`src/rtl/fvp_pkg.sv`:
```
package fvp_pkg;

  localparam int WINDOW = 5;
  localparam int RANK_W = $clog2(WINDOW);
  localparam logic [RANK_W-1:0] MED_RANK = RANK_W'(WINDOW / 2);

  localparam logic [2:0] REG_LOOP_MODE      = 3'd0;
  localparam logic [2:0] REG_TARGET_SPEED   = 3'd1;
  localparam logic [2:0] REG_GAIN_P         = 3'd2;
  localparam logic [2:0] REG_GAIN_I         = 3'd3;
  localparam logic [2:0] REG_GAIN_D         = 3'd4;
  localparam logic [2:0] REG_FEED_GAIN      = 3'd5;
  localparam logic [2:0] REG_FEED_OFFSET    = 3'd6;
  localparam logic [2:0] REG_BANG_THRESHOLD = 3'd7;

  localparam logic MODE_FEEDFWD = 1'b0;
  localparam logic MODE_INCR    = 1'b1;

  // Magnitudes at or above three times 2^23 saturate the speed after division by three.
  localparam logic [39:0] SPEED_SAT_MAG = 40'd25165824;
  // Reciprocal of three scaled by 2^27, rounded up.
  localparam logic [25:0] RECIP3 = 26'd44739243;

  localparam logic signed [23:0] SPEED_MAX = 24'sh7FFFFF;
  localparam logic signed [23:0] SPEED_MIN = 24'sh800000;
  localparam logic signed [31:0] SUM_MAX   = 32'sh7FFFFFFF;
  localparam logic signed [31:0] SUM_MIN   = 32'sh80000000;

  localparam logic signed [43:0] VOLT_MAX  = 44'sd12000;
  localparam logic signed [43:0] VOLT_MIN  = -44'sd12000;
  localparam logic signed [14:0] DRIVE_FULL = 15'sd12000;

  typedef struct packed {
    logic        loop_mode;
    logic [12:0] target_speed;
    logic [7:0]  gain_p;
    logic [7:0]  gain_i;
    logic [7:0]  gain_d;
    logic [15:0] feed_gain;
    logic [13:0] feed_offset;
    logic [15:0] bang_threshold;
  } cfg_t;

  typedef struct packed {
    logic signed [23:0] speed;
    logic signed [24:0] err;
  } speed_beat_t;

  typedef struct packed {
    logic signed [42:0] pid;
    logic signed [23:0] speed;
    logic signed [24:0] err;
  } pid_beat_t;

endpackage

```
`src/rtl/fvp_filter.sv`:
```
module fvp_filter (
  input  logic               clk,
  input  logic               rst,
  input  logic               adv,
  input  logic               enc_valid,
  input  logic signed [31:0] encoder_reading,
  output logic signed [31:0] filt,
  output logic               filt_valid
);

  logic signed [31:0]             window [fvp_pkg::WINDOW];
  logic                           win_valid;
  logic [fvp_pkg::RANK_W-1:0]     rank [fvp_pkg::WINDOW];
  logic signed [31:0]             median;

  // Each entry's rank counts smaller entries, with ties broken by position.
  always_comb begin
    median = '0;
    for (int i = 0; i < fvp_pkg::WINDOW; i++) begin
      rank[i] = '0;
      for (int j = 0; j < fvp_pkg::WINDOW; j++) begin
        if (j != i) begin
          if ((window[j] < window[i]) || ((window[j] == window[i]) && (j < i))) begin
            rank[i] = rank[i] + fvp_pkg::RANK_W'(1);
          end
        end
      end
      if (rank[i] == fvp_pkg::MED_RANK) begin
        median = window[i];
      end
    end
  end

  always_ff @(posedge clk) begin
    if (rst) begin
      for (int k = 0; k < fvp_pkg::WINDOW; k++) begin
        window[k] <= '0;
      end
      win_valid  <= 1'b0;
      filt_valid <= 1'b0;
    end else if (adv) begin
      win_valid  <= enc_valid;
      filt_valid <= win_valid;
      if (enc_valid) begin
        for (int k = 0; k < fvp_pkg::WINDOW - 1; k++) begin
          window[k] <= window[k+1];
        end
        window[fvp_pkg::WINDOW-1] <= encoder_reading;
      end
    end
  end

  always_ff @(posedge clk) begin
    if (adv) begin
      filt <= -median;
    end
  end

endmodule

```
`config.mk`:
```
export PLATFORM = sky130hd
export DESIGN_NAME = fvp_filter
export DESIGN_NICKNAME = d
export VERILOG_FILES = /design/src/rtl/fvp_pkg.sv /design/src/rtl/fvp_filter.sv
export SDC_FILE = /design/constraint.sdc
export NUM_CORES = 1
export LEC_CHECK = 0
export ABC_AREA = 1
export BUFFER_PORTS_ARGS = -buffer_cell sky130_fd_sc_hd__buf_2
export CAP_MARGIN = 30
export CORE_ASPECT_RATIO = 2
export CORE_MARGIN = 8
export CORE_UTILIZATION = 41
export CTS_CLUSTER_DIAMETER = 30
export DETAILED_ROUTE_END_ITERATION = 10
export PLACE_DENSITY_LB_ADDON = 0.3
export SYNTH_ARGS = -nofsm -noshare
export SYNTH_HDL_FRONTEND = slang
export SYNTH_SLANG_ARGS = --single-unit
```
`constraint.sdc`:
```
create_clock -name clk -period 5.3 [get_ports clk]
set_clock_uncertainty 0.1 [all_clocks]
set_input_delay 0.53 -clock clk [delete_from_list [all_inputs] [get_ports clk]]
set_output_delay 0.53 -clock clk [all_outputs]
set_load 0.05 [all_outputs]
```
==> metrics.cfg <==
[cts]
cts_buffer_depth=2
cts_tree=built
cts_sinks=194
cts_max_level=4
root_buffer=clkbuf_16
cts_buffers=17
ctsHoldBuffers=0
clkLatencyLatePin_ns=0.47
path_clk_slew_ns=0.08

[min_path]
hold_class=in -> reg

[yosys]
synth-async-reset-ratio_pct=0
synth-seq-cells=194
seq_area_frac_synth_pct=32.0
yosysWarnings=0
avgSynthCellArea_um2=7.74
synth_edf_count=192
netlist_top_cells_area=edfxtp_1, ha_1, nand2_1, inv_1, nor2_1
yosysTopAreaCell=edfxtp_1
ys_types=45
synth_nets=2713
syn_inst=2345
yosysTopAreaCellShare_pct=31.8
synth_ff_type=edfxtp_1
synth_area_um2=18200

[run_status]
status=complete, no violations

[grt]
grt_pass1_wl_mm=88.7
grt_max_degree=69
antenna_found_initial=0
overflow=0
grtUsageTotal_pct=22.4
grt_pass1_vias=16000

[worst_setup_path]
crit_required_ns=5.43
cp-end-kind=register
crit_arrival_ns=5.29
slowest_delay_ns=0.54
crit_type=reg -> reg
crit_family=simple AND/OR/NAND/NOR gates
cp_num_buf_inv=5
crit_slowest_cell=edfxtp_1
worstPathMaxFanout=7
start_kind=register
cp_common_cell=nand2_1

[job]
drv_cap=0

[finish]
nets=2987
area_growth_pct=21.1
drive_above_1_share_pct=19.7
final_cell_mix=nand2_1, inv_1, ha_1, nor2_1, buf_4
antenna_cells=0
final_common_cell=nand2_1
num-fill-cells=4267

[sta]
fin_tns_setup_ns=0
worst_pin_slew_ns=0.774
finalCriticalPeriod_ns=5.16
finalHoldViolCount=0
max_freq_mhz=194
slew_headroom_pct=48.4
finalCritPeriodShare_pct=97.3
drv_slew=0
setup_viol=0
holdWs_ns=0.251

[die]
die-area_um2=51700
start_util_pct=41.3
num_io_pins=69
coreArea_um2=43900
rows=109
fp.dieH_um=314
die_w_um=165

[drt]
vias=16900
dr.pass1.iters=6
drt_wl_total_mm=59.6
routedWlPerCell_um=18.7
drtAntennaViolNets=0
viasPerCell=5.29
drc_errors=0
initialDrtViolationCount=1295

[pwr]
power_leakage_uw=0.0109
totalPowerFinal_uw=10500
vdd_ir_drop_max_v=0.000319
power_density_nw_per_um2=477

[placed_design]
gp_congestion=0.937
place.port_buffers=68
dpl.hpwl_mm=45.7

-- registers in the layout (all words and copies together) (netlist names) --
register and count:
filt 32, win_valid 1, window 160, filt_valid 1
-- synthesized netlist by cell type (16+ instances only) --
master      n
nand3_1   141
edfxtp_1  192
buf_6      18
nand2_1   532
o21ai_1    16
nor2_1    294
inv_1     350
nand4_1    45
clkbuf_1   18
o21ai_0    57
nor2_2     21
ha_1      332
nand2_2    24
a21oi_1   171
-- final timing paths --
check | slack [ns] | cells past startpoint | startpoint | end
max | 0.14 | 29 | window[0][29]$_SDFFCE_PN0P_ | filt[31]$_DFFE_PP_
min | 0.25 | 3 | encoder_reading[15] | window[0][143]$_SDFFCE_PN0P_
max reg2reg | 0.14 | 29 | window[0][29]$_SDFFCE_PN0P_ | filt[31]$_DFFE_PP_
min reg2reg | 0.39 | 2 | win_valid$_SDFFE_PP0P_ | win_valid$_SDFFE_PP0P_
-- final cells by class --
type	count	area, um2	share of cell area [%]
Inverter	360	1360	6.18
Timing Repair Buffer	301	2400	10.9
Sequential cell	194	5810	26.4
Clock inverter	12	100	0.455
Tap cell	555	694	3.16
Multi-Input combinational cell	1745	11200	50.9
Clock buffer	19	433	1.97
-- cell families (layout without fill, tap and decap cells) --
kind of cell	count (synthesis)	count (layout)	share of synthesized area, %
flip-flops	194	194	32.0
AND/OR/NAND/NOR	1113	1113	26.6
buffers and inverters	406	692	9.23
adder cells (fa/ha/maj)	332	332	22.9
AO/OA/AOI/OAI	284	284	8.55
XOR/XNOR	16	16	0.772
-- worst reg2reg max path, delay by kind of cell, from the launching register on --
family	cells	cell delay, ns
AO/OA/AOI/OAI	2	0.30
adder cells (fa/ha/maj)	3	0.77
buffers and inverters	5	0.52
flip-flops	1	0.54
AND/OR/NAND/NOR	19	2.69
-- where the power goes --
part | switching [uW] | leakage, uW | internal [uW]
clock network | 665 | 0.000248 | 610
logic | 4380 | 0.00868 | 2710
registers | 120 | 0.00202 | 2020
total | 5160 | 0.0109 | 5330
-- timing repair --
action                                  CTS  global route
resized for setup                         3           144
buffers inserted                          0            65
cloned                                    0             6
endpoints found under the hold margin     0             0
pin swaps                                 0            59
endpoints found under the setup margin   17            28
-- stage by stage --
step	worst slack, ns	area (um2)	util, %	cells
2_1_floorplan	0.667	18200	-	2345
3_3_place_gp	0.0314	20200	46.1	3083
3_5_place_dp	-0.0740	20200	46.1	3083
4_1_cts	0.0196	20800	47.3	3114
5_1_grt	-0.0772	22000	50.1	3186
6_report	0.145	22000	50.1	3186
-- layer usage --
layer  global-route usage [%]  up-vias  part of all wire [%]
met5                        0        -                     0
met3                     3.08      151                   6.1
met2                     37.0      591                    48
li1                         -     8348                     -
met4                     10.8        0                   5.4
met1                     28.0     7776                    41
No activity file was read; power rests on OpenSTA's default activity.
