`src/rtl/fvp_pkg.sv`:
```
package fvp_pkg;

  localparam int WINDOW = 5;
  localparam int RANK_W = $clog2(WINDOW);
  localparam logic [RANK_W-1:0] MED_RANK = RANK_W'(WINDOW / 2);

  localparam logic [2:0] REG_LOOP_MODE      = 3'd0;
  localparam logic [2:0] REG_TARGET_SPEED   = 3'd1;
  localparam logic [2:0] REG_GAIN_P         = 3'd2;
  localparam logic [2:0] REG_GAIN_I         = 3'd3;
  localparam logic [2:0] REG_GAIN_D         = 3'd4;
  localparam logic [2:0] REG_FEED_GAIN      = 3'd5;
  localparam logic [2:0] REG_FEED_OFFSET    = 3'd6;
  localparam logic [2:0] REG_BANG_THRESHOLD = 3'd7;

  localparam logic MODE_FEEDFWD = 1'b0;
  localparam logic MODE_INCR    = 1'b1;

  // Magnitudes at or above three times 2^23 saturate the speed after division by three.
  localparam logic [39:0] SPEED_SAT_MAG = 40'd25165824;
  // Reciprocal of three scaled by 2^27, rounded up.
  localparam logic [25:0] RECIP3 = 26'd44739243;

  localparam logic signed [23:0] SPEED_MAX = 24'sh7FFFFF;
  localparam logic signed [23:0] SPEED_MIN = 24'sh800000;
  localparam logic signed [31:0] SUM_MAX   = 32'sh7FFFFFFF;
  localparam logic signed [31:0] SUM_MIN   = 32'sh80000000;

  localparam logic signed [43:0] VOLT_MAX  = 44'sd12000;
  localparam logic signed [43:0] VOLT_MIN  = -44'sd12000;
  localparam logic signed [14:0] DRIVE_FULL = 15'sd12000;

  typedef struct packed {
    logic        loop_mode;
    logic [12:0] target_speed;
    logic [7:0]  gain_p;
    logic [7:0]  gain_i;
    logic [7:0]  gain_d;
    logic [15:0] feed_gain;
    logic [13:0] feed_offset;
    logic [15:0] bang_threshold;
  } cfg_t;

  typedef struct packed {
    logic signed [23:0] speed;
    logic signed [24:0] err;
  } speed_beat_t;

  typedef struct packed {
    logic signed [42:0] pid;
    logic signed [23:0] speed;
    logic signed [24:0] err;
  } pid_beat_t;

endpackage

```
`src/rtl/fvp_drive.sv`:
```
module fvp_drive (
  input  logic               clk,
  input  logic               rst,
  input  logic               adv,
  input  fvp_pkg::cfg_t      cfg,
  input  fvp_pkg::pid_beat_t pb,
  input  logic               pb_valid,
  output logic signed [14:0] drive_mv,
  output logic signed [23:0] speed_estimate,
  output logic signed [24:0] speed_error,
  output logic               full_power,
  output logic               cmd_valid
);

  logic [28:0]        ff_prod;
  logic [13:0]        voltage_accum;
  logic signed [43:0] t_sum;
  logic signed [43:0] t_adj;
  logic signed [43:0] v_sum;
  logic [13:0]        v_next;
  logic signed [14:0] drive_c;
  logic               bang;

  // The feedforward product is split at bit 12 and the offset and PID term are
  // added as whole units, so the division by 4096 toward zero needs only a remainder test.
  assign t_sum = {pb.pid[42], pb.pid} + $signed({30'b0, cfg.feed_offset})
                 + $signed({27'b0, ff_prod[28:12]});
  assign t_adj = ((t_sum < 0) && (ff_prod[11:0] != '0)) ? t_sum + 44'sd1 : t_sum;
  assign v_sum = {pb.pid[42], pb.pid} + $signed({30'b0, voltage_accum});
  assign bang  = (pb.err >= $signed({9'b0, cfg.bang_threshold}));

  always_comb begin
    if (v_sum < 0) begin
      v_next = '0;
    end else if (v_sum > fvp_pkg::VOLT_MAX) begin
      v_next = 14'(fvp_pkg::VOLT_MAX);
    end else begin
      v_next = v_sum[13:0];
    end

    if (cfg.loop_mode == fvp_pkg::MODE_INCR) begin
      drive_c = -$signed({1'b0, v_next});
    end else if (bang) begin
      drive_c = fvp_pkg::DRIVE_FULL;
    end else if (t_adj > fvp_pkg::VOLT_MAX) begin
      drive_c = 15'(fvp_pkg::VOLT_MAX);
    end else if (t_adj < fvp_pkg::VOLT_MIN) begin
      drive_c = 15'(fvp_pkg::VOLT_MIN);
    end else begin
      drive_c = t_adj[14:0];
    end
  end

  always_ff @(posedge clk) begin
    ff_prod <= cfg.feed_gain * cfg.target_speed;
  end

  always_ff @(posedge clk) begin
    if (rst) begin
      voltage_accum <= '0;
      cmd_valid     <= 1'b0;
    end else if (adv) begin
      cmd_valid <= pb_valid;
      if (pb_valid && (cfg.loop_mode == fvp_pkg::MODE_INCR)) begin
        voltage_accum <= v_next;
      end
    end
  end

  always_ff @(posedge clk) begin
    if (adv) begin
      drive_mv       <= drive_c;
      speed_estimate <= pb.speed;
      speed_error    <= pb.err;
      full_power     <= (cfg.loop_mode == fvp_pkg::MODE_FEEDFWD) && bang;
    end
  end

endmodule

```
`config.mk`:
```
export PLATFORM = sky130hd
export DESIGN_NAME = fvp_drive
export DESIGN_NICKNAME = d
export VERILOG_FILES = /design/src/rtl/fvp_pkg.sv /design/src/rtl/fvp_drive.sv
export SDC_FILE = /design/constraint.sdc
export NUM_CORES = 1
export LEC_CHECK = 0
export BUFFER_PORTS_ARGS = -buffer_cell sky130_fd_sc_hd__buf_2
export CORE_ASPECT_RATIO = 1.5
export CORE_MARGIN = 1.5
export CORE_UTILIZATION = 32
export CTS_CLUSTER_DIAMETER = 200
export DETAILED_ROUTE_END_ITERATION = 6
export PLACE_DENSITY = 0.59
export SYNTH_ARGS = -nofsm -noshare
export SYNTH_HDL_FRONTEND = slang
export SYNTH_SLANG_ARGS = --single-unit
```
`constraint.sdc`:
```
create_clock -name clk -period 15.6 [get_ports clk]
set_input_delay 3.12 -clock clk [delete_from_list [all_inputs] [get_ports clk]]
set_output_delay 3.12 -clock clk [all_outputs]
set_load 0.01 [all_outputs]
```
==> impl_metrics.toml <==
[run_status]
status = "finished clean"

[cts]
post_cts_buffers = 0
clock-sinks = 109
cts_root_buf = "clkbuf_16"
cts.clk_slew.worst_paths_ns = 0.08
numCtsBuffers = 9
ctsResizeCount = 0
clock_path_buffers = 2
htreeDepth = 3
hold_buffers = 0
cts_tree = "yes"
clk_latency_ns = 0.38

[floorplan]
io_pins = 246
coreArea_sq_um = 49800
fp.dieH_um = 279
start_util = 0.326
num_rows = 100
fp.dieArea_sq_um = 52100
die_w_um = 187

[route]
ant_nets = 0
met1Wirelength_um = 19000
drt_first_pass_iters = 5
drt-total-wl_um = 50700
dr_wl_met3_um = 2600
drc = 0
avgRoutedWirePerCell_um = 18.5
top_layer = "met4"
drt-vias-per-instance = 5.28
drt_iter0_markers = 768
route.met2.wl_um = 26400
vias = 14500

[synthesis]
synthTopCellsByArea = "fa_1 (21%), edfxtp_1 (12%), ha_1 (9.7%)"
synth_edf_count = 65
yosysTopAreaCellShare = 0.210
ys_warn_count = 0
synth_top_family_by_area = "adder cells"
synthAdderAreaFrac = 0.307
synth_ff_type = "edfxtp_1"
synth_fp_nets = 2384
synth_compound_area_frac = 0.144
synth-xor-area-share = 0.0535
ys_async_sr_fraction = 0
syn_area_per_cell_sq_um = 8.50
synth_top_area_cell = "fa_1"
ys_seq_area_frac = 0.175
yosys.area_share.simple = 0.232
synthCells = 1908
netlist_area_sq_um = 16200
synth_seq_cells = 109
muxShareOfSynthArea = 0.00825
synth.distinct_cells = 96

[pwr]
peakVddDrop_mv = 0.0906
p_per_area_nw_per_um2 = 167
total_leakage_power_nw = 8.11
p_total_mw = 3.04

[timing]
fin_crit_sh = 0.593
min_period_ns = 9.25
timing_hold_violations_final = 0
relSlewSlack = 0.150
setup_viol = 0
finalClockSkew_ns = 0.00721
rsz0062_at_grt = "false"
finalMaxSlewViolations = 0
tightest_slew_ns = 1.26
fin_setup_tns_ns = 0
fmax_ghz = 0.108

[final_layout]
num_antenna_cells = 0
layout_commonest_cell = "inv_1"
final_nets = 2545
drive_gt1_frac = 0.144
area_growth_pct = 11.9
final_cell_mix = "inv_1 (255), nand2_1 (232), buf_2 (221), fa_1 (170), ha_1 (126)"

[setup_path]
crit_path_start = "pb[49]"
arrival_ns = 9.39
worstSetupStartpointType = "primary input"
r2r_end = "drive_mv[10]"
r2r_cells = 19
r2r-start = "voltage_accum[0]"
crit_fanout = 9
critPathRequiredTime_ns = 15.74
end_kind = "flip-flop"
endpoint = "drive_mv[10]"
r2r_slack_ns = 8.93
critical_path_class = "in2reg"

[global_route]
grt_pass1_vias = 14600
grt_usage = 0.194
grt_pass1_wl_um = 79200
overflow = 0
antenna_found_initial = 0
grt_max_degree = 69

[placed_design]
port_buffers = 221
place_congestion = 0.933
hpwlAfterDp_um = 42500

[run]
drv_cap = 0

[worst_hold_path]
hold_class = "reg2reg"
==> how the worst min path moves through the flow <==
| stage | slack (ns) | end | startpoint | cells past startpoint |
|---|---|---|---|---|
| 3_3_place_gp | 0.44 | voltage_accum[5] | voltage_accum[5] | 2 |
| 4_1_cts | 0.47 | voltage_accum[9] | voltage_accum[9] | 2 |
| 2_1_floorplan | 0.43 | voltage_accum[3] | voltage_accum[3] | 2 |
| 5_1_grt | 0.49 | voltage_accum[9] | voltage_accum[9] | 2 |
| 6_report | 0.46 | voltage_accum[5] | voltage_accum[5] | 2 |
| 3_5_place_dp | 0.45 | voltage_accum[9] | voltage_accum[9] | 2 |
==> per-stage QoR <==
step | instance area, sq um | setup slack, ns | hold WS (ns) | util | instances
2_1_floorplan | 16200 | 6.70 | 0.430 | - | 1908
6_report | 18200 | 6.35 | 0.462 | 0.365 | 2737
4_1_cts | 18200 | 6.49 | 0.467 | 0.365 | 2737
5_1_grt | 18200 | 6.14 | 0.486 | 0.365 | 2737
3_5_place_dp | 17800 | 6.13 | 0.453 | 0.358 | 2721
3_3_place_gp | 17800 | 6.12 | 0.443 | 0.358 | 2721
==> kinds of logic (layout without fill, tap and decap cells) <==
family          after synthesis  in the layout
simple gates                721            721
compound gates              340            340
buf+inv                     330            496
fa+ha+maj                   296            296
flops                       109            109
xor+xnor                     99             99
mux                          13             13
==> report_power, final <==
group          internal [mW]  total [mW]  switching, mW
Clock                  0.116       0.244          0.128
Combinational          0.955        2.40           1.44
Sequential             0.380       0.397         0.0170
==> cell type report <==
class / count / area, sq um
tap: 663 / 830
timing repair buffer: 225 / 1140
clock buffer: 9 / 225
inverter: 255 / 957
sequential: 109 / 2830
fill: 5203 / 31600
multi-input combinational: 1469 / 12100
clock inverter: 7 / 82.6
==> cell usage after synthesis (11+ instances only) <==
library cell,count
nand2b_1,15
and3_1,19
and2_1,97
o211ai_1,15
o21ai_0,61
fa_1,170
o2111ai_1,13
nand3_1,53
o21ai_1,11
buf_2,14
ha_1,126
xor2_1,33
nor2_1,108
inv_1,255
clkbuf_1,52
edfxtp_1,65
o21a_1,27
or3_1,15
nand2_1,232
dfxtp_1,44
o22ai_1,11
nor4_1,16
xnor2_1,66
a211oi_1,16
a21o_1,11
a21oi_1,73
nand4_1,33
and4_1,16
a31oi_1,13
nor3_1,44
==> critical path, cell delays in order <==
cell	delay (ns)
buf_2	0.14
ha_1	0.23
fa_1	0.42
a21oi_1	0.26
o2111ai_1	0.30
a221oi_1	0.44
o21ai_0	0.54
a211oi_1	0.38
nor2_1	0.07
nor4_1	0.42
nand3_1	0.18
or4_1	0.76
or4b_2	0.76
ha_1	0.37
nand2_1	0.16
nor2_1	0.09
or4b_2	0.25
o21ai_0	0.08
a31o_2	0.32
o21a_1	0.10
==> registers in the layout (all words and copies together), names as in the netlist <==
register and count:
speed_error 25, full_power 1, voltage_accum 14, speed_estimate 24, ff_prod 29, cmd_valid 1
drive_mv 15
==> per-layer routing <==
layer / global-route usage / up-vias
met5: 0 / -
met4: 0.105 / 0
met3: 0.0260 / 114
met2: 0.367 / 506
met1: 0.207 / 6996
li1: - / 6834
No activity file was read; power rests on OpenSTA's default activity.
