### src/rtl/fvp_pkg.sv
package fvp_pkg;

  localparam int WINDOW = 5;
  localparam int RANK_W = $clog2(WINDOW);
  localparam logic [RANK_W-1:0] MED_RANK = RANK_W'(WINDOW / 2);

  localparam logic [2:0] REG_LOOP_MODE      = 3'd0;
  localparam logic [2:0] REG_TARGET_SPEED   = 3'd1;
  localparam logic [2:0] REG_GAIN_P         = 3'd2;
  localparam logic [2:0] REG_GAIN_I         = 3'd3;
  localparam logic [2:0] REG_GAIN_D         = 3'd4;
  localparam logic [2:0] REG_FEED_GAIN      = 3'd5;
  localparam logic [2:0] REG_FEED_OFFSET    = 3'd6;
  localparam logic [2:0] REG_BANG_THRESHOLD = 3'd7;

  localparam logic MODE_FEEDFWD = 1'b0;
  localparam logic MODE_INCR    = 1'b1;

  // Magnitudes at or above three times 2^23 saturate the speed after division by three.
  localparam logic [39:0] SPEED_SAT_MAG = 40'd25165824;
  // Reciprocal of three scaled by 2^27, rounded up.
  localparam logic [25:0] RECIP3 = 26'd44739243;

  localparam logic signed [23:0] SPEED_MAX = 24'sh7FFFFF;
  localparam logic signed [23:0] SPEED_MIN = 24'sh800000;
  localparam logic signed [31:0] SUM_MAX   = 32'sh7FFFFFFF;
  localparam logic signed [31:0] SUM_MIN   = 32'sh80000000;

  localparam logic signed [43:0] VOLT_MAX  = 44'sd12000;
  localparam logic signed [43:0] VOLT_MIN  = -44'sd12000;
  localparam logic signed [14:0] DRIVE_FULL = 15'sd12000;

  typedef struct packed {
    logic        loop_mode;
    logic [12:0] target_speed;
    logic [7:0]  gain_p;
    logic [7:0]  gain_i;
    logic [7:0]  gain_d;
    logic [15:0] feed_gain;
    logic [13:0] feed_offset;
    logic [15:0] bang_threshold;
  } cfg_t;

  typedef struct packed {
    logic signed [23:0] speed;
    logic signed [24:0] err;
  } speed_beat_t;

  typedef struct packed {
    logic signed [42:0] pid;
    logic signed [23:0] speed;
    logic signed [24:0] err;
  } pid_beat_t;

endpackage

### src/rtl/fvp_pid.sv
module fvp_pid (
  input  logic                 clk,
  input  logic                 rst,
  input  logic                 adv,
  input  fvp_pkg::cfg_t        cfg,
  input  fvp_pkg::speed_beat_t sb,
  input  logic                 sb_valid,
  output fvp_pkg::pid_beat_t   pb,
  output logic                 pb_valid
);

  logic signed [31:0] error_sum;
  logic signed [24:0] last_error;
  logic signed [32:0] sum_wide;
  logic signed [31:0] sum_next;
  logic signed [25:0] deriv_c;
  logic signed [25:0] deriv;
  logic signed [23:0] speed5;
  logic               sum_valid;
  logic signed [8:0]  gp_s;
  logic signed [8:0]  gi_s;
  logic signed [8:0]  gd_s;
  logic signed [33:0] pterm;
  logic signed [34:0] dterm;
  logic signed [40:0] iterm;
  logic signed [23:0] speed6;
  logic signed [24:0] err6;
  logic               term_valid;

  assign sum_wide = {error_sum[31], error_sum} + {{8{sb.err[24]}}, sb.err};
  assign deriv_c  = {sb.err[24], sb.err} - {last_error[24], last_error};

  always_comb begin
    if (sb.err == '0) begin
      sum_next = '0;
    end else if (sum_wide > $signed({fvp_pkg::SUM_MAX[31], fvp_pkg::SUM_MAX})) begin
      sum_next = fvp_pkg::SUM_MAX;
    end else if (sum_wide < $signed({fvp_pkg::SUM_MIN[31], fvp_pkg::SUM_MIN})) begin
      sum_next = fvp_pkg::SUM_MIN;
    end else begin
      sum_next = sum_wide[31:0];
    end
  end

  assign gp_s  = $signed({1'b0, cfg.gain_p});
  assign gi_s  = $signed({1'b0, cfg.gain_i});
  assign gd_s  = $signed({1'b0, cfg.gain_d});
  assign pterm = gp_s * last_error;
  assign dterm = gd_s * deriv;
  assign iterm = gi_s * error_sum;

  always_ff @(posedge clk) begin
    if (rst) begin
      error_sum  <= '0;
      last_error <= '0;
      sum_valid  <= 1'b0;
      term_valid <= 1'b0;
      pb_valid   <= 1'b0;
    end else if (adv) begin
      sum_valid  <= sb_valid;
      term_valid <= sum_valid;
      pb_valid   <= term_valid;
      if (sb_valid) begin
        error_sum  <= sum_next;
        last_error <= sb.err;
      end
    end
  end

  logic signed [33:0] pterm_r;
  logic signed [34:0] dterm_r;
  logic signed [40:0] iterm_r;

  always_ff @(posedge clk) begin
    if (adv) begin
      deriv    <= deriv_c;
      speed5   <= sb.speed;
      pterm_r  <= pterm;
      dterm_r  <= dterm;
      iterm_r  <= iterm;
      speed6   <= speed5;
      err6     <= last_error;
      pb.pid   <= {{9{pterm_r[33]}}, pterm_r} + {{8{dterm_r[34]}}, dterm_r}
                  + {{2{iterm_r[40]}}, iterm_r};
      pb.speed <= speed6;
      pb.err   <= err6;
    end
  end

endmodule

### config.mk
export PLATFORM = sky130hd
export DESIGN_NAME = fvp_pid
export DESIGN_NICKNAME = d
export VERILOG_FILES = /design/src/rtl/fvp_pkg.sv /design/src/rtl/fvp_pid.sv
export SDC_FILE = /design/constraint.sdc
export NUM_CORES = 2
export LEC_CHECK = 0
export ABC_AREA = 1
export BUFFER_PORTS_ARGS = -buffer_cell sky130_fd_sc_hd__clkbuf_2
export CORE_ASPECT_RATIO = 1.2
export CORE_MARGIN = 2
export CORE_UTILIZATION = 40
export CTS_BUF_LIST = sky130_fd_sc_hd__clkbuf_4
export DETAILED_ROUTE_END_ITERATION = 6
export PLACE_DENSITY = 0.62
export SLEW_MARGIN = 20
export SYNTH_ARGS = -nofsm -noshare
export SYNTH_HDL_FRONTEND = slang
export SYNTH_SLANG_ARGS = --single-unit
### constraint.sdc
create_clock -name clk -period 6.4 [get_ports clk]
set_input_delay 0.32 -clock clk [delete_from_list [all_inputs] [get_ports clk]]
set_output_delay 0.32 -clock clk [all_outputs]
set_load 0.03 [all_outputs]
==> results.toml <==
[yosys]
synthCells = 5283
ys_top_cells_by_area = "fa_1 26%, edfxtp_1 21%, inv_1 12%"
yosys.cell_count.top_type = "inv_1"
synth_top_family_by_area = "adder cells"
synth_xor_area_frac = 0.0343
yosysTopAreaCellShare = 0.261
synth_top_cell_by_area = "fa_1"
synth_mux_area_frac = 0
synth-simple-area-share = 0.166
synth-async-reset-ratio = 0
synth_compound_area_frac = 0.0660
ys.flop_type = "edfxtp_1"
ys_warn_count = 0
ys_ff_latch = 360
synth_cell_types = 43
synthAdderAreaFrac = 0.354
synth-edff-count = 300
syn_area_um2 = 42900
synth.net_count = 6297
ys_seq_area_frac = 0.238
avgSynthCellArea_um2 = 8.12
yosys-top-cells-count = "1411 x inv_1, 1362 x nand2_1, 560 x fa_1"

[finish]
layout-drive-gt1-share = 0.0675
area_growth_pct = 8.97
final_area_um2 = 46700
nets = 6472
final_cells = 6921

[setup_path]
required_ns = 7.03
reg2reg_to = "pterm_r[32]"
critPathLaunchType = "register"
critPathLaunch = "last_error[17]"
reg2reg_from = "last_error[17]"
path_max_fanout = 10
worst_path_most_repeated_cell = "fa_1"
worstSetupEndpoint = "pterm_r[32]"
path_class = "reg -> reg"
r2r_cells = 16
cpPeakStageDelay_ns = 0.63
worstPathCellList = "nand2_1 -> fa_1 -> inv_1 -> fa_1 -> fa_1 -> inv_1 -> fa_1 -> inv_1 -> ha_1 -> a21oi_1 -> o21ai_0 -> a21oi_1 -> nand3_1 -> a21o_1 -> a21oi_1 -> xor2_1"
crit_path_end_kind = "register"
reg2reg_slack_ns = 0.99
cp.arrival_ns = 6.04
critPathSlowestCell = "dfxtp_1"

[timing]
post-route-period-util = 0.845
rsz0062_at_grt = "false"
skew_ns = 0.0826
worstMarginPinSlew_ns = 0.974
tns_ns = 0
slew_violations = 0
finalHoldViolations = 0
period_needed_ns = 5.41
hold_ws_ns = 0.251
setup_viol = 0
slew_headroom = 0.351
fmax_mhz = 185

[route]
via_per_inst = 4.81
ant_nets = 0
routed_wl_um = 116000
drc_errors = 20
drt-wirelength-per-cell_um = 16.7
firstDrtPassIters = 7
drt_iter0_drc = 1839
vias = 33307

[floorplanning]
initial_core_util = 0.403
die_y_um = 363
ios = 230
core-area_um2 = 106000
die_x_um = 303
rows = 131
die-area_um2 = 110000

[global_route]
antenna_found_initial = 1
grt_usage = 0.219
overflow = 0
grt_pass1_wl_um = 187000
grt_pass1_vias = 35368
grt_max_degree = 73

[pwr]
pwr-share-seq = 0.211
p_leak_uw = 0.0262
max-vdd-ir-drop_mv = 0.341
clockPowerShare = 0.097
p_int_uw = 9590
power_switching_share = 0.528
combPwrFrac = 0.692
p_sw_uw = 10700
power_density_nw_per_um2 = 434

[placement]
dp_cells = 6680
gp_congestion = 0.932
io_buffers = 169
hpwlAfterDp_um = 94400
placed_area_um2 = 44800

[status]
status = "finished, violations left"
violations = "DRC"

[clock_tree]
clk_latency_ns = 0.98
tritoncts = "built"
cts.htree.levels = 3
cts_buffers = 95
cts_num_sinks = 360
cts_setup_buffers = 0
clock-root-buffer = "clkbuf_4"
clk_pin_slew_ns = 0.06
clock_path_buffers = 3

[run]
maxCapViolCount = 0

[hold_path]
min_path_type = "in -> reg"
==> metal layers <==
metal	global-route usage	wire [um]	vias up	share of wire
met1	0.256	46500	16188	0.40
met5	0	0	-	0
met3	0.0239	4320	222	0.037
met4	0.109	5790	0	0.050
li1	-	-	16205	-
met2	0.394	59000	692	0.51
==> power groups by stage <==
stage | Clock (uW) | Sequential (uW) | Combinational, uW
detailed placement | 0 | 4340 | 14100
global placement | 0 | 4330 | 14000
global route | 2180 | 4350 | 15900
finish | 1980 | 4280 | 14000
floorplan | 0 | 4330 | 9860
CTS | 2070 | 4300 | 14200
==> critical path, delay by kind of cell, from the launching register on <==
family / cells / cell delay [ns]
xor gates and xnor gates: 1 / 0.45
and+or+nand+nor: 2 / 0.39
buffers and inverters: 3 / 0.16
adders and majority gates: 5 / 2.47
AOI/OAI and AO/OA: 5 / 1.00
DFF: 1 / 0.63
==> how the worst min path moves through the flow <==
stage / start / depth (start not counted) / slack, ns / to
2_1_floorplan: err6[0] / 0 / 0.40 / pb[0]
3_3_place_gp: speed6[2] / 0 / 0.40 / pb[27]
3_5_place_dp: speed5[19] / 0 / 0.40 / speed6[19]
4_1_cts: cfg[47] / 4 / 0.07 / dterm_r[1]
5_1_grt: cfg[62] / 3 / 0.23 / pterm_r[0]
6_report: cfg[47] / 4 / 0.25 / dterm_r[1]
==> kinds of logic after synthesis <==
family | Yosys count
adders and majority gates | 877
and+or+nand+nor | 1802
buffers and inverters | 1592
xor gates and xnor gates | 168
AOI/OAI and AO/OA | 484
DFF | 360
==> sequential cells by signal, summed over array words and instances (netlist names) <==
signal,cells
speed5,24
iterm_r,41
pterm_r,34
pb,91
speed6,24
err6,25
sum_valid,1
error_sum,32
deriv,26
term_valid,1
last_error,25
pb_valid,1
dterm_r,35
==> metrics by stage <==
step,setup slack (ns),util,power (uW)
floorplan,1.60,-,14200
global placement,0.844,0.421,18400
detailed placement,0.818,0.421,18400
CTS,1.02,0.439,20600
global route,0.789,0.439,22500
finish,0.994,0.439,20300
==> final cells by class <==
class | count | area (um^2)
multi-input cells | 3331 | 26600
fillers | 10675 | 59600
inverters | 1411 | 5300
well taps | 1396 | 1750
repair buffers | 259 | 1720
flip-flops and latches | 360 | 10200
diodes | 2 | 5.00
clock inverters | 34 | 174
clock buffers | 128 | 961
==> placed cells by master (no fill, tap or decap), drive strengths merged, types with 8 or more instances in the layout <==
cell type    instances
inv               1416
xor2               114
a21o                21
nor2               226
nor4                20
nand2             1382
dfxtp               60
o21bai              23
a21oi              228
clkinv              28
xnor2               54
a211oi              26
edfxtp             300
clkbuf             296
nand4               23
o21a                 8
a31oi               35
dlygate4sd3         77
nand3              114
nor3                31
a21boi              15
fa                 560
buf                 14
ha                 317
o21ai              112
==> what timing repair did <==
action	in CTS	in global routing
resized for setup	0	0
endpoints found under the hold margin	136	0
hold buffers	77	0
Note: power is estimated with default switching activity, not from simulation.
