$ cat config.mk
export PLATFORM = sky130hd
export DESIGN_NAME = fvp_speed
export DESIGN_NICKNAME = d
export VERILOG_FILES = /design/src/rtl/fvp_pkg.sv /design/src/rtl/fvp_speed.sv
export SDC_FILE = /design/constraint.sdc
export NUM_CORES = 1
export LEC_CHECK = 0
export BUFFER_PORTS_ARGS = -buffer_cell sky130_fd_sc_hd__buf_2
export CORE_ASPECT_RATIO = 0.9
export CORE_MARGIN = 3
export CORE_UTILIZATION = 65
export CTS_CLUSTER_SIZE = 8
export DETAILED_ROUTE_END_ITERATION = 7
export PLACE_DENSITY = 0.85
export SLEW_MARGIN = 15
export SYNTH_ARGS = -nofsm -noshare
export SYNTH_HDL_FRONTEND = slang
export SYNTH_SLANG_ARGS = --single-unit
$ cat constraint.sdc
create_clock -name clk -period 17.9 [get_ports clk]
set_clock_uncertainty 0.2 [all_clocks]
set_input_delay 1.79 -clock clk [delete_from_list [all_inputs] [get_ports clk]]
set_output_delay 1.79 -clock clk [all_outputs]
set_load 0.01 [all_outputs]
$ cat src/rtl/fvp_pkg.sv
package fvp_pkg;

  localparam int WINDOW = 5;
  localparam int RANK_W = $clog2(WINDOW);
  localparam logic [RANK_W-1:0] MED_RANK = RANK_W'(WINDOW / 2);

  localparam logic [2:0] REG_LOOP_MODE      = 3'd0;
  localparam logic [2:0] REG_TARGET_SPEED   = 3'd1;
  localparam logic [2:0] REG_GAIN_P         = 3'd2;
  localparam logic [2:0] REG_GAIN_I         = 3'd3;
  localparam logic [2:0] REG_GAIN_D         = 3'd4;
  localparam logic [2:0] REG_FEED_GAIN      = 3'd5;
  localparam logic [2:0] REG_FEED_OFFSET    = 3'd6;
  localparam logic [2:0] REG_BANG_THRESHOLD = 3'd7;

  localparam logic MODE_FEEDFWD = 1'b0;
  localparam logic MODE_INCR    = 1'b1;

  // Magnitudes at or above three times 2^23 saturate the speed after division by three.
  localparam logic [39:0] SPEED_SAT_MAG = 40'd25165824;
  // Reciprocal of three scaled by 2^27, rounded up.
  localparam logic [25:0] RECIP3 = 26'd44739243;

  localparam logic signed [23:0] SPEED_MAX = 24'sh7FFFFF;
  localparam logic signed [23:0] SPEED_MIN = 24'sh800000;
  localparam logic signed [31:0] SUM_MAX   = 32'sh7FFFFFFF;
  localparam logic signed [31:0] SUM_MIN   = 32'sh80000000;

  localparam logic signed [43:0] VOLT_MAX  = 44'sd12000;
  localparam logic signed [43:0] VOLT_MIN  = -44'sd12000;
  localparam logic signed [14:0] DRIVE_FULL = 15'sd12000;

  typedef struct packed {
    logic        loop_mode;
    logic [12:0] target_speed;
    logic [7:0]  gain_p;
    logic [7:0]  gain_i;
    logic [7:0]  gain_d;
    logic [15:0] feed_gain;
    logic [13:0] feed_offset;
    logic [15:0] bang_threshold;
  } cfg_t;

  typedef struct packed {
    logic signed [23:0] speed;
    logic signed [24:0] err;
  } speed_beat_t;

  typedef struct packed {
    logic signed [42:0] pid;
    logic signed [23:0] speed;
    logic signed [24:0] err;
  } pid_beat_t;

endpackage

$ cat src/rtl/fvp_speed.sv
module fvp_speed (
  input  logic                 clk,
  input  logic                 rst,
  input  logic                 adv,
  input  fvp_pkg::cfg_t        cfg,
  input  logic signed [31:0]   filt,
  input  logic                 filt_valid,
  output fvp_pkg::speed_beat_t sb,
  output logic                 sb_valid
);

  logic signed [31:0] last_filtered;
  logic signed [32:0] diff;
  logic signed [39:0] dx;
  logic signed [39:0] scaled;
  logic signed [39:0] prod;
  logic               prod_valid;
  logic [39:0]        mag;
  logic [50:0]        qprod;
  logic [23:0]        quot;
  logic               sat;
  logic               neg;
  logic               quot_valid;
  logic signed [23:0] quot_s;
  logic signed [23:0] speed_c;
  logic signed [24:0] err_c;

  assign diff = {filt[31], filt} - {last_filtered[31], last_filtered};
  assign dx   = {{7{diff[32]}}, diff};

  always_comb begin
    if (cfg.loop_mode == fvp_pkg::MODE_FEEDFWD) begin
      scaled = (dx <<< 5) + (dx <<< 4) + (dx <<< 1);
    end else begin
      scaled = (dx <<< 7) - (dx <<< 2) + dx;
    end
  end

  assign mag   = prod[39] ? 40'(-prod) : 40'(prod);
  assign qprod = mag[24:0] * fvp_pkg::RECIP3;

  assign quot_s = $signed(quot);

  always_comb begin
    if (sat) begin
      speed_c = neg ? fvp_pkg::SPEED_MIN : fvp_pkg::SPEED_MAX;
    end else begin
      speed_c = neg ? -quot_s : quot_s;
    end
    err_c = $signed({12'b0, cfg.target_speed}) - $signed({speed_c[23], speed_c});
  end

  always_ff @(posedge clk) begin
    if (rst) begin
      last_filtered <= '0;
      prod_valid    <= 1'b0;
      quot_valid    <= 1'b0;
      sb_valid      <= 1'b0;
    end else if (adv) begin
      prod_valid <= filt_valid;
      quot_valid <= prod_valid;
      sb_valid   <= quot_valid;
      if (filt_valid) begin
        last_filtered <= filt;
      end
    end
  end

  always_ff @(posedge clk) begin
    if (adv) begin
      prod     <= scaled;
      neg      <= prod[39];
      sat      <= (mag >= fvp_pkg::SPEED_SAT_MAG);
      quot     <= qprod[50:27];
      sb.speed <= speed_c;
      sb.err   <= err_c;
    end
  end

endmodule

==> impl_metrics.toml, run 1 <==
[floorplan]
start_util_pct = 67.0
die_w_um = 202
fp.coreArea_um2 = 33500
rows = 63
ios = 170
fp.dieH_um = 182
dieArea_um2 = 36800

[place]
gp_congestion = 0.962
port_buffers = 99
dp_hpwl_um = 42800

[synth]
syn_inst = 2478
ys_async_sr_fraction_pct = 0
synth_cell_types = 69
yosys_register_bits = 150
syn-num-nets = 3169
synth_area_um2 = 22400
yosysWarnings = 0
synth_edf_count = 115
syn_area_per_cell_um2 = 9.05
ys_seq_area_share_pct = 18.5
synthFlopType = "edfxtp_1"

[critical_path]
critical_path_class = "reg -> reg"
slowest_stage = "fa_1"
startpoint = "prod[0]$_SDFFCE_PN0P_"
worst_path_largest_cell_delay_ps = 720
arrival_ps = 10460
critPathRequiredTime_ps = 17890
rr_endpoint = "quot[20]$_DFFE_PP_"
cp_max_fo = 6
ff2ff_setup_slack_ps = 7440
r2r_cells = 34
worst_path_most_repeated_cell = "inv_1"
cp-start-kind = "register"
r2r-start = "prod[0]$_SDFFCE_PN0P_"
critPathCapture = "quot[20]$_DFFE_PP_"
end_kind = "register"

[final_layout]
layout_commonest_cell = "inv_1"
final_layout_size_suffix_gt1_share_pct = 6.38
antenna_cells = 0
layout_common_cells = "inv_1 (474), ha_1 (341), fa_1 (230), a21oi_1 (185), nand2_1 (176)"
nets = 3249
syn2layout_area_growth_pct = 6.87

[clock_network]
clock_latency_ps = 450
clkTransAtPathRegs_ps = 70
tritoncts = "yes"
clock-sinks = 150
clockBufferDepth = 2
cts_hold_buf = 0
cts_root_buffer = "clkbuf_16"
ctsResizeCount = 0
cts_setup_buffers = 0
h-tree-depth = 4
cts_buffers = 17

[timing]
min_period_over_period_pct = 58.5
fin_crit_ps = 10460
slew_headroom_pct = 26.9
slew_viol_final = 0
tightest_slew_ps = 1090
timing.fmax_mhz = 95.6
fin_tns_setup_ps = 0
hold_viol = 0
setup_viol = 0
rsz0062_at_grt = "no"

[route]
drt-vias-per-instance = 5.85
wl_um = 51300
drt-initial-drc-count = 1242
ant_nets = 0
first_pass_iters = 6
vias = 17700
wl_per_cell_um = 16.9
drc = 0

[grt]
grt_usage_pct = 28.7
grt_pass1_wl_um = 87400
antenna_found_initial = 0
grt_pass1_vias = 18400
grt_overflow_total = 0
grt_max_degree = 70

[job]
cap_violations = 0

[outcome]
status = "finished clean"

[worst_hold_path]
hold_path_class = "reg -> reg"
synthesized netlist by cell type, types with 25 or more instances:
| master | n | area (µm²) |
|---|---|---|
| o21ai_0 | 97 | 485 |
| dfxtp_1 | 35 | 701 |
| edfxtp_1 | 115 | 3450 |
| nor2b_1 | 29 | 181 |
| nor3_1 | 30 | 150 |
| xor2_1 | 55 | 482 |
| xnor2_1 | 105 | 920 |
| a21oi_1 | 185 | 926 |
| nand3_1 | 28 | 140 |
| inv_1 | 474 | 1780 |
| nand2_1 | 176 | 661 |
| nand4_1 | 27 | 169 |
| o21a_1 | 25 | 188 |
| clkbuf_1 | 39 | 146 |
| nor2_1 | 129 | 484 |
| ha_1 | 341 | 4270 |
| fa_1 | 230 | 4600 |
| a21o_1 | 76 | 571 |
worst min-delay path by stage:
| stage | end | cells past startpoint | start | slack, ps |
|---|---|---|---|---|
| after floorplan | last_filtered[10]$_SDFFE_PP0P_ | 2 | last_filtered[10]$_SDFFE_PP0P_ | 240 |
| after CTS | last_filtered[24]$_SDFFE_PP0P_ | 2 | last_filtered[24]$_SDFFE_PP0P_ | 260 |
| final | last_filtered[24]$_SDFFE_PP0P_ | 2 | last_filtered[24]$_SDFFE_PP0P_ | 250 |
| after detailed placement | last_filtered[24]$_SDFFE_PP0P_ | 2 | last_filtered[24]$_SDFFE_PP0P_ | 250 |
| after global placement | last_filtered[18]$_SDFFE_PP0P_ | 2 | last_filtered[18]$_SDFFE_PP0P_ | 240 |
| after global routing | last_filtered[17]$_SDFFE_PP0P_ | 2 | last_filtered[17]$_SDFFE_PP0P_ | 270 |
registers in the layout, indices dropped and copies added (netlist names):
signal and cells:
sb 49, prod 40, last_filtered 32, quot 24, neg 1, prod_valid 1
quot_valid 1, sat 1, sb_valid 1
through the flow:
step	instances	utilization (%)	instance area (µm²)	worst slack, ps	hold WS (ps)
after CTS	3026	71.6	24000	7410	256
after global routing	3026	71.6	24000	6750	268
after detailed placement	2994	69.8	23400	7470	246
final	3026	71.6	24000	7440	252
after floorplan	2478	-	22400	8410	236
after global placement	2994	69.8	23400	7640	241
critical path, delay by kind of cell, from the launching register on:
kind	cells	cell delay, ps
simple gates	7	1500
xor+xnor	1	350
flops	1	500
fa+ha+maj	9	4380
compound gates	9	2340
buf+inv	8	910
cell families after synthesis:
kind of cell    synth area share, %
buf+inv                        8.67
flops                          18.5
compound gates                 14.8
xor+xnor                       6.25
simple gates                   11.7
fa+ha+maj                      39.5
mux                           0.496
cell type report:
class / instances / area [µm²]
multi-input combinational: 1810 / 16300
sequential: 150 / 4150
inverter: 474 / 1780
timing repair buffer: 105 / 543
tap: 455 / 569
clock inverter: 15 / 168
fill: 2458 / 9520
clock buffer: 17 / 425
metal layers:
metal / global-route usage [%] / vias up / share of wire, % / wire length [µm]
met5: 0 / - / 0 / 0
met4: 9.21 / 0 / 2.9 / 1500
met3: 4.17 / 115 / 5.1 / 2590
met2: 51.3 / 539 / 50 / 25600
met1: 36.1 / 8523 / 42 / 21600
li1: - / 8520 / - / -
Power of run 1 is not shown: default switching activity piles up to over one toggle a cycle in this logic, so the estimate is an artifact.
==> run 2, diff against run 1 <==
Settings changed: CORE_UTILIZATION 65 to 57, PLACE_DENSITY 0.85 to 0.79.
Clock period 17.9 ns to 8.7 ns, I/O delays scaled along.
==> run 2 against run 1 <==
Compared with the run above:
- worst setup slack lost 7400 ps
- first-iteration DRC count shrank 3.4%
- critical path depth shrank 6
- hold slack gained 2.6 ps
- design area grew 4.9%
- non-clock buffer count grew 110
- clock-buffer cell count is the same
- via count grew 1.6%
- largest cell class unchanged
==> impl_metrics.toml, run 2 (same netlist as run 1, synthesis figures left out) <==
[outcome]
status = "finished clean"

[floorplan]
fp.coreArea_um2 = 38600
dieArea_um2 = 41800
die_w_um = 215
start_util_pct = 58.1
fp.dieH_um = 194
ios = 170
rows = 68

[route]
drt-initial-drc-count = 1200
drc = 0
wl_per_cell_um = 16.6
drt-vias-per-instance = 5.61
vias = 18000
ant_nets = 0
wl_um = 53200
first_pass_iters = 6

[critical_path]
worst_path_most_repeated_cell = "fa_1"
critical_path_class = "reg -> reg"
cp-start-kind = "register"
critPathRequiredTime_ps = 8700
slowest_stage = "fa_2"
end_kind = "register"
worst_path_largest_cell_delay_ps = 590
cp_max_fo = 5
arrival_ps = 8630

[final_layout]
syn2layout_area_growth_pct = 12.1
final_util_pct = 65.1
fin_area_um2 = 25200
layout_commonest_cell = "inv_1"
nets = 3359
layout_common_cells = "inv_1 (466), ha_1 (333), fa_1 (223), a21oi_1 (179), nand2_1 (175)"
fillers = 3099
final_layout_size_suffix_gt1_share_pct = 11.9
reg.largest.list = "sb x49, prod x40, last_filtered x32"
antenna_cells = 0
largest_reg_flops = 49
regMostFlops = "sb"

[clock_network]
cts_root_buffer = "clkbuf_16"
clockBufferDepth = 2
clkTransAtPathRegs_ps = 70
clock_latency_ps = 450
cts_buffers = 17
tritoncts = "yes"
clock-sinks = 150
h-tree-depth = 4

[timing]
slew_viol_final = 0
tightest_slew_ps = 1120
rsz0062_at_grt = "yes"
fin_hold_ws_ps = 255
timing.fmax_mhz = 116
setup_viol = 0
slew_headroom_pct = 25.0
fin_crit_ps = 8620
fin_tns_setup_ps = 0
min_period_over_period_pct = 99.1
hold_viol = 0

[worst_hold_path]
hold_path_class = "reg -> reg"

[place]
dp_hpwl_um = 44200
port_buffers = 99
gp_congestion = 0.943
dpl_cell_area_um2 = 24300

[grt]
grt_overflow_total = 0
grt_usage_pct = 25.7
grt_pass1_wl_um = 89300
antenna_found_initial = 0
grt_pass1_vias = 18800
grt_max_degree = 75

[job]
cap_violations = 0
run 2: cell count changes in the layout (fill, tap and decap cells not counted), moves of 6 or more:
cell / delta
a21oi_1: -6
inv_1: -8
fa_1: -7
ha_1: -8
ha_4: +7
inv_8: +6
buf_4: +108
inv_2: +6
fa_2: +7
run 2: routing by layer:
layer	share of wire, %	vias to the layer above	GRT usage, %
met4	1.6	0	6.12
li1	-	8757	-
met2	52	455	47.9
met1	43	8696	32.0
met5	0	-	0
met3	4.0	80	2.87
run 2: through the flow:
step | setup WS (ps) | instances
2_1_floorplan | 37.5 | 2478
3_3_place_gp | -28.9 | 3165
3_5_place_dp | -199 | 3165
4_1_cts | 1.41 | 3201
5_1_grt | -217 | 3206
6_report | 76.6 | 3206
run 2: final cells by class:
type                       count  area, µm²  area share (%)
multi-input combinational   1810      16600            66.0
sequential                   150       4150            16.5
clock buffer                  17        425            1.69
tap                          525        657            2.61
inverter                     474       1780            7.09
clock inverter                15        150           0.597
timing repair buffer         215       1380            5.47
run 2: path summary, 6_finish.rpt:
check | slack [ps] | cells after the start | to | from
worst max-delay path | 80 | 28 | quot[21]$_DFFE_PP_ | prod[6]$_DFFE_PP_
worst min-delay path | 250 | 2 | last_filtered[18]$_SDFFE_PP0P_ | last_filtered[18]$_SDFFE_PP0P_
worst max register to register | 80 | 28 | quot[21]$_DFFE_PP_ | prod[6]$_DFFE_PP_
worst min register to register | 250 | 2 | last_filtered[18]$_SDFFE_PP0P_ | last_filtered[18]$_SDFFE_PP0P_
run 2: worst max-delay path, delay by kind of cell (launching register included):
family,cells,cell delay [ps]
compound gates,6,1330
xor+xnor,2,280
fa+ha+maj,8,3590
buf+inv,6,680
flops,1,380
simple gates,6,1930
run 2: timing repair:
item	in CTS	in global routing
gates resized for setup	9	32
pin swaps	8	19
buffers inserted	4	6
endpoints found under the setup margin	12	16
hold buffers	0	0
cloned	0	0
endpoints found under the hold margin	0	0
Power of run 2 is left out for the same reason.
==> run 3, diff against run 2 <==
Settings changed: ABC_AREA from default to 1, CORE_UTILIZATION 57 to 58, PLACE_DENSITY 0.79 to 0.8.
==> run 3 against run 2 <==
Compared with the run above:
- routed wire length grew 30%
- critical path depth increased by 1
- synthesized cell count rose by 41%
- area after synthesis up 15%
- design area rose by 9.8%
- largest cell class unchanged
- highest routed layer unchanged
- non-clock buffer count shrank 101
==> impl_metrics.toml, run 3 <==
[timing]
hold_viol = 0
slew_headroom_pct = 28.7
setup_viol = 0
fin_tns_setup_ps = 0
fin_crit_ps = 8070
rsz0062_at_grt = "no"
timing.fmax_mhz = 124
slew_viol_final = 0
min_period_over_period_pct = 92.7
tightest_slew_ps = 1070

[final_layout]
syn2layout_area_growth_pct = 7.21
reg.largest.list = "sb x49, prod x40, last_filtered x32"
final_util_pct = 63.6
largest_reg_flops = 49
final_layout_size_suffix_gt1_share_pct = 6.45
layout_common_cells = "nand2_1 (677), inv_1 (673), nor2_1 (382), ha_1 (341), a21oi_1 (243)"
regMostFlops = "sb"
nets = 4275
layout_commonest_cell = "nand2_1"
antenna_cells = 0

[clock_network]
clockBufferDepth = 2
tritoncts = "yes"
ctsResizeCount = 0
clock-sinks = 150
cts_hold_buf = 0
h-tree-depth = 4
cts_buffers = 17
clock_latency_ps = 450
cts_setup_buffers = 0
clkTransAtPathRegs_ps = 70
cts_root_buffer = "clkbuf_16"

[floorplan]
rows = 72
ios = 170
fp.dieH_um = 206
fp.coreArea_um2 = 43400
dieArea_um2 = 47000
die_w_um = 228
start_util_pct = 59.3

[worst_hold_path]
hold_path_class = "reg -> reg"

[route]
drt-vias-per-instance = 5.50
first_pass_iters = 8
drt-initial-drc-count = 1788
ant_nets = 0
wl_um = 68900
drc = 0
vias = 23000
wl_per_cell_um = 16.5

[grt]
antenna_found_initial = 0
grt_max_degree = 75
use_met2_pct = 52.3
grt_pass1_vias = 22500
use_met1_pct = 36.2
grt_pass1_wl_um = 111000
gr-usage-met3_pct = 3.96
grt_usage_pct = 29.3
grt_busiest_layer = "met2"
grt_overflow_total = 0

[place]
port_buffers = 99
dp_hpwl_um = 58800
gp_congestion = 1.01

[synth]
synth_top_cell_by_area = "fa_1"
yosysWarnings = 0
synth_area_leaders = "fa_1 (18%), ha_1 (17%), edfxtp_1 (13%)"
yosysMostFrequentCell = "nand2_1"
syn_inst = 3482
synth_area_um2 = 25800
yosysTopAreaCellShare_pct = 17.9
yosys_register_bits = 150
synthFlopType = "edfxtp_1"
syn_area_per_cell_um2 = 7.40
ys_seq_area_share_pct = 16.1
synth_edf_count = 115
synth_cell_types = 59
synth_commonest_cells = "nand2_1 (678), inv_1 (673), nor2_1 (382)"
ys_async_sr_fraction_pct = 0
syn-num-nets = 4173

[critical_path]
worst-path-buf-inv = 7
critical_path_class = "reg -> reg"
cp-start-kind = "register"
end_kind = "register"
critical_path.top_delay_family = "adder cells"
critPathRequiredTime_ps = 8700
slowest_stage = "fa_1"
arrival_ps = 8070
worst_path_most_repeated_cell = "inv_1"
worst_path_largest_cell_delay_ps = 620
cp_max_fo = 5

[outcome]
status = "finished clean"

[job]
cap_violations = 0
-- run 3: cell types whose count changed after synthesis, sizes merged, moves of 60 or more --
| cell | change |
|---|---|
| nand2 | +524 |
| a21oi | +60 |
| nor2 | +273 |
| nand3 | +101 |
| inv | +209 |
| o21ai | +91 |
| xnor2 | -84 |
-- run 3: path summary, 6_finish.rpt --
path	cells after the start	start	slack (ps)	endpoint
worst min register to register	2	last_filtered[0]$_SDFFE_PP0P_	270	last_filtered[0]$_SDFFE_PP0P_
worst min-delay path	2	last_filtered[0]$_SDFFE_PP0P_	270	last_filtered[0]$_SDFFE_PP0P_
worst max register to register	29	prod[0]$_SDFFCE_PN0P_	630	quot[18]$_DFFE_PP_
worst max-delay path	29	prod[0]$_SDFFCE_PN0P_	630	quot[18]$_DFFE_PP_
-- run 3: cell families (layout without fill, tap and decap cells) --
kind of cell,Yosys count,count (layout),synth area share [%]
xor+xnor,123,123,4.31
mux,1,1,0.0389
simple gates,1352,1352,22.0
fa+ha+maj,571,571,34.4
compound gates,569,569,12.5
buf+inv,716,831,10.5
flops,150,150,16.1
-- run 3: layout make-up --
cell class,count,area (µm²)
repair buffers,114,611
fillers,3895,15800
flip-flops and latches,150,4150
multi-input cells,2616,18900
clock inverters,15,213
well taps,592,741
inverters,685,2570
clock buffers,17,425
-- run 3: tightest hold or removal path, cell delays in order (launching register included) --
cell	delay, ps
dfxtp_1	320
inv_1	50
a211oi_1	60
-- run 3: through the flow --
stage               instances  worst slack, ps  hold WS (ps)  area, µm²
floorplan                3482             1310           236      25800
global placement         4157              711           247      27000
detailed placement       4157              631           252      27000
CTS                      4189              642           269      27600
global route             4189              168           282      27600
finish                   4189              635           267      27600
-- run 3: per-layer routing --
metal,routed length [µm],up-vias
met1,28900,10700
met4,2850,0
li1,-,11400
met2,33300,777
met3,3880,180
met5,0,-
Power of run 3 is left out for the same reason.
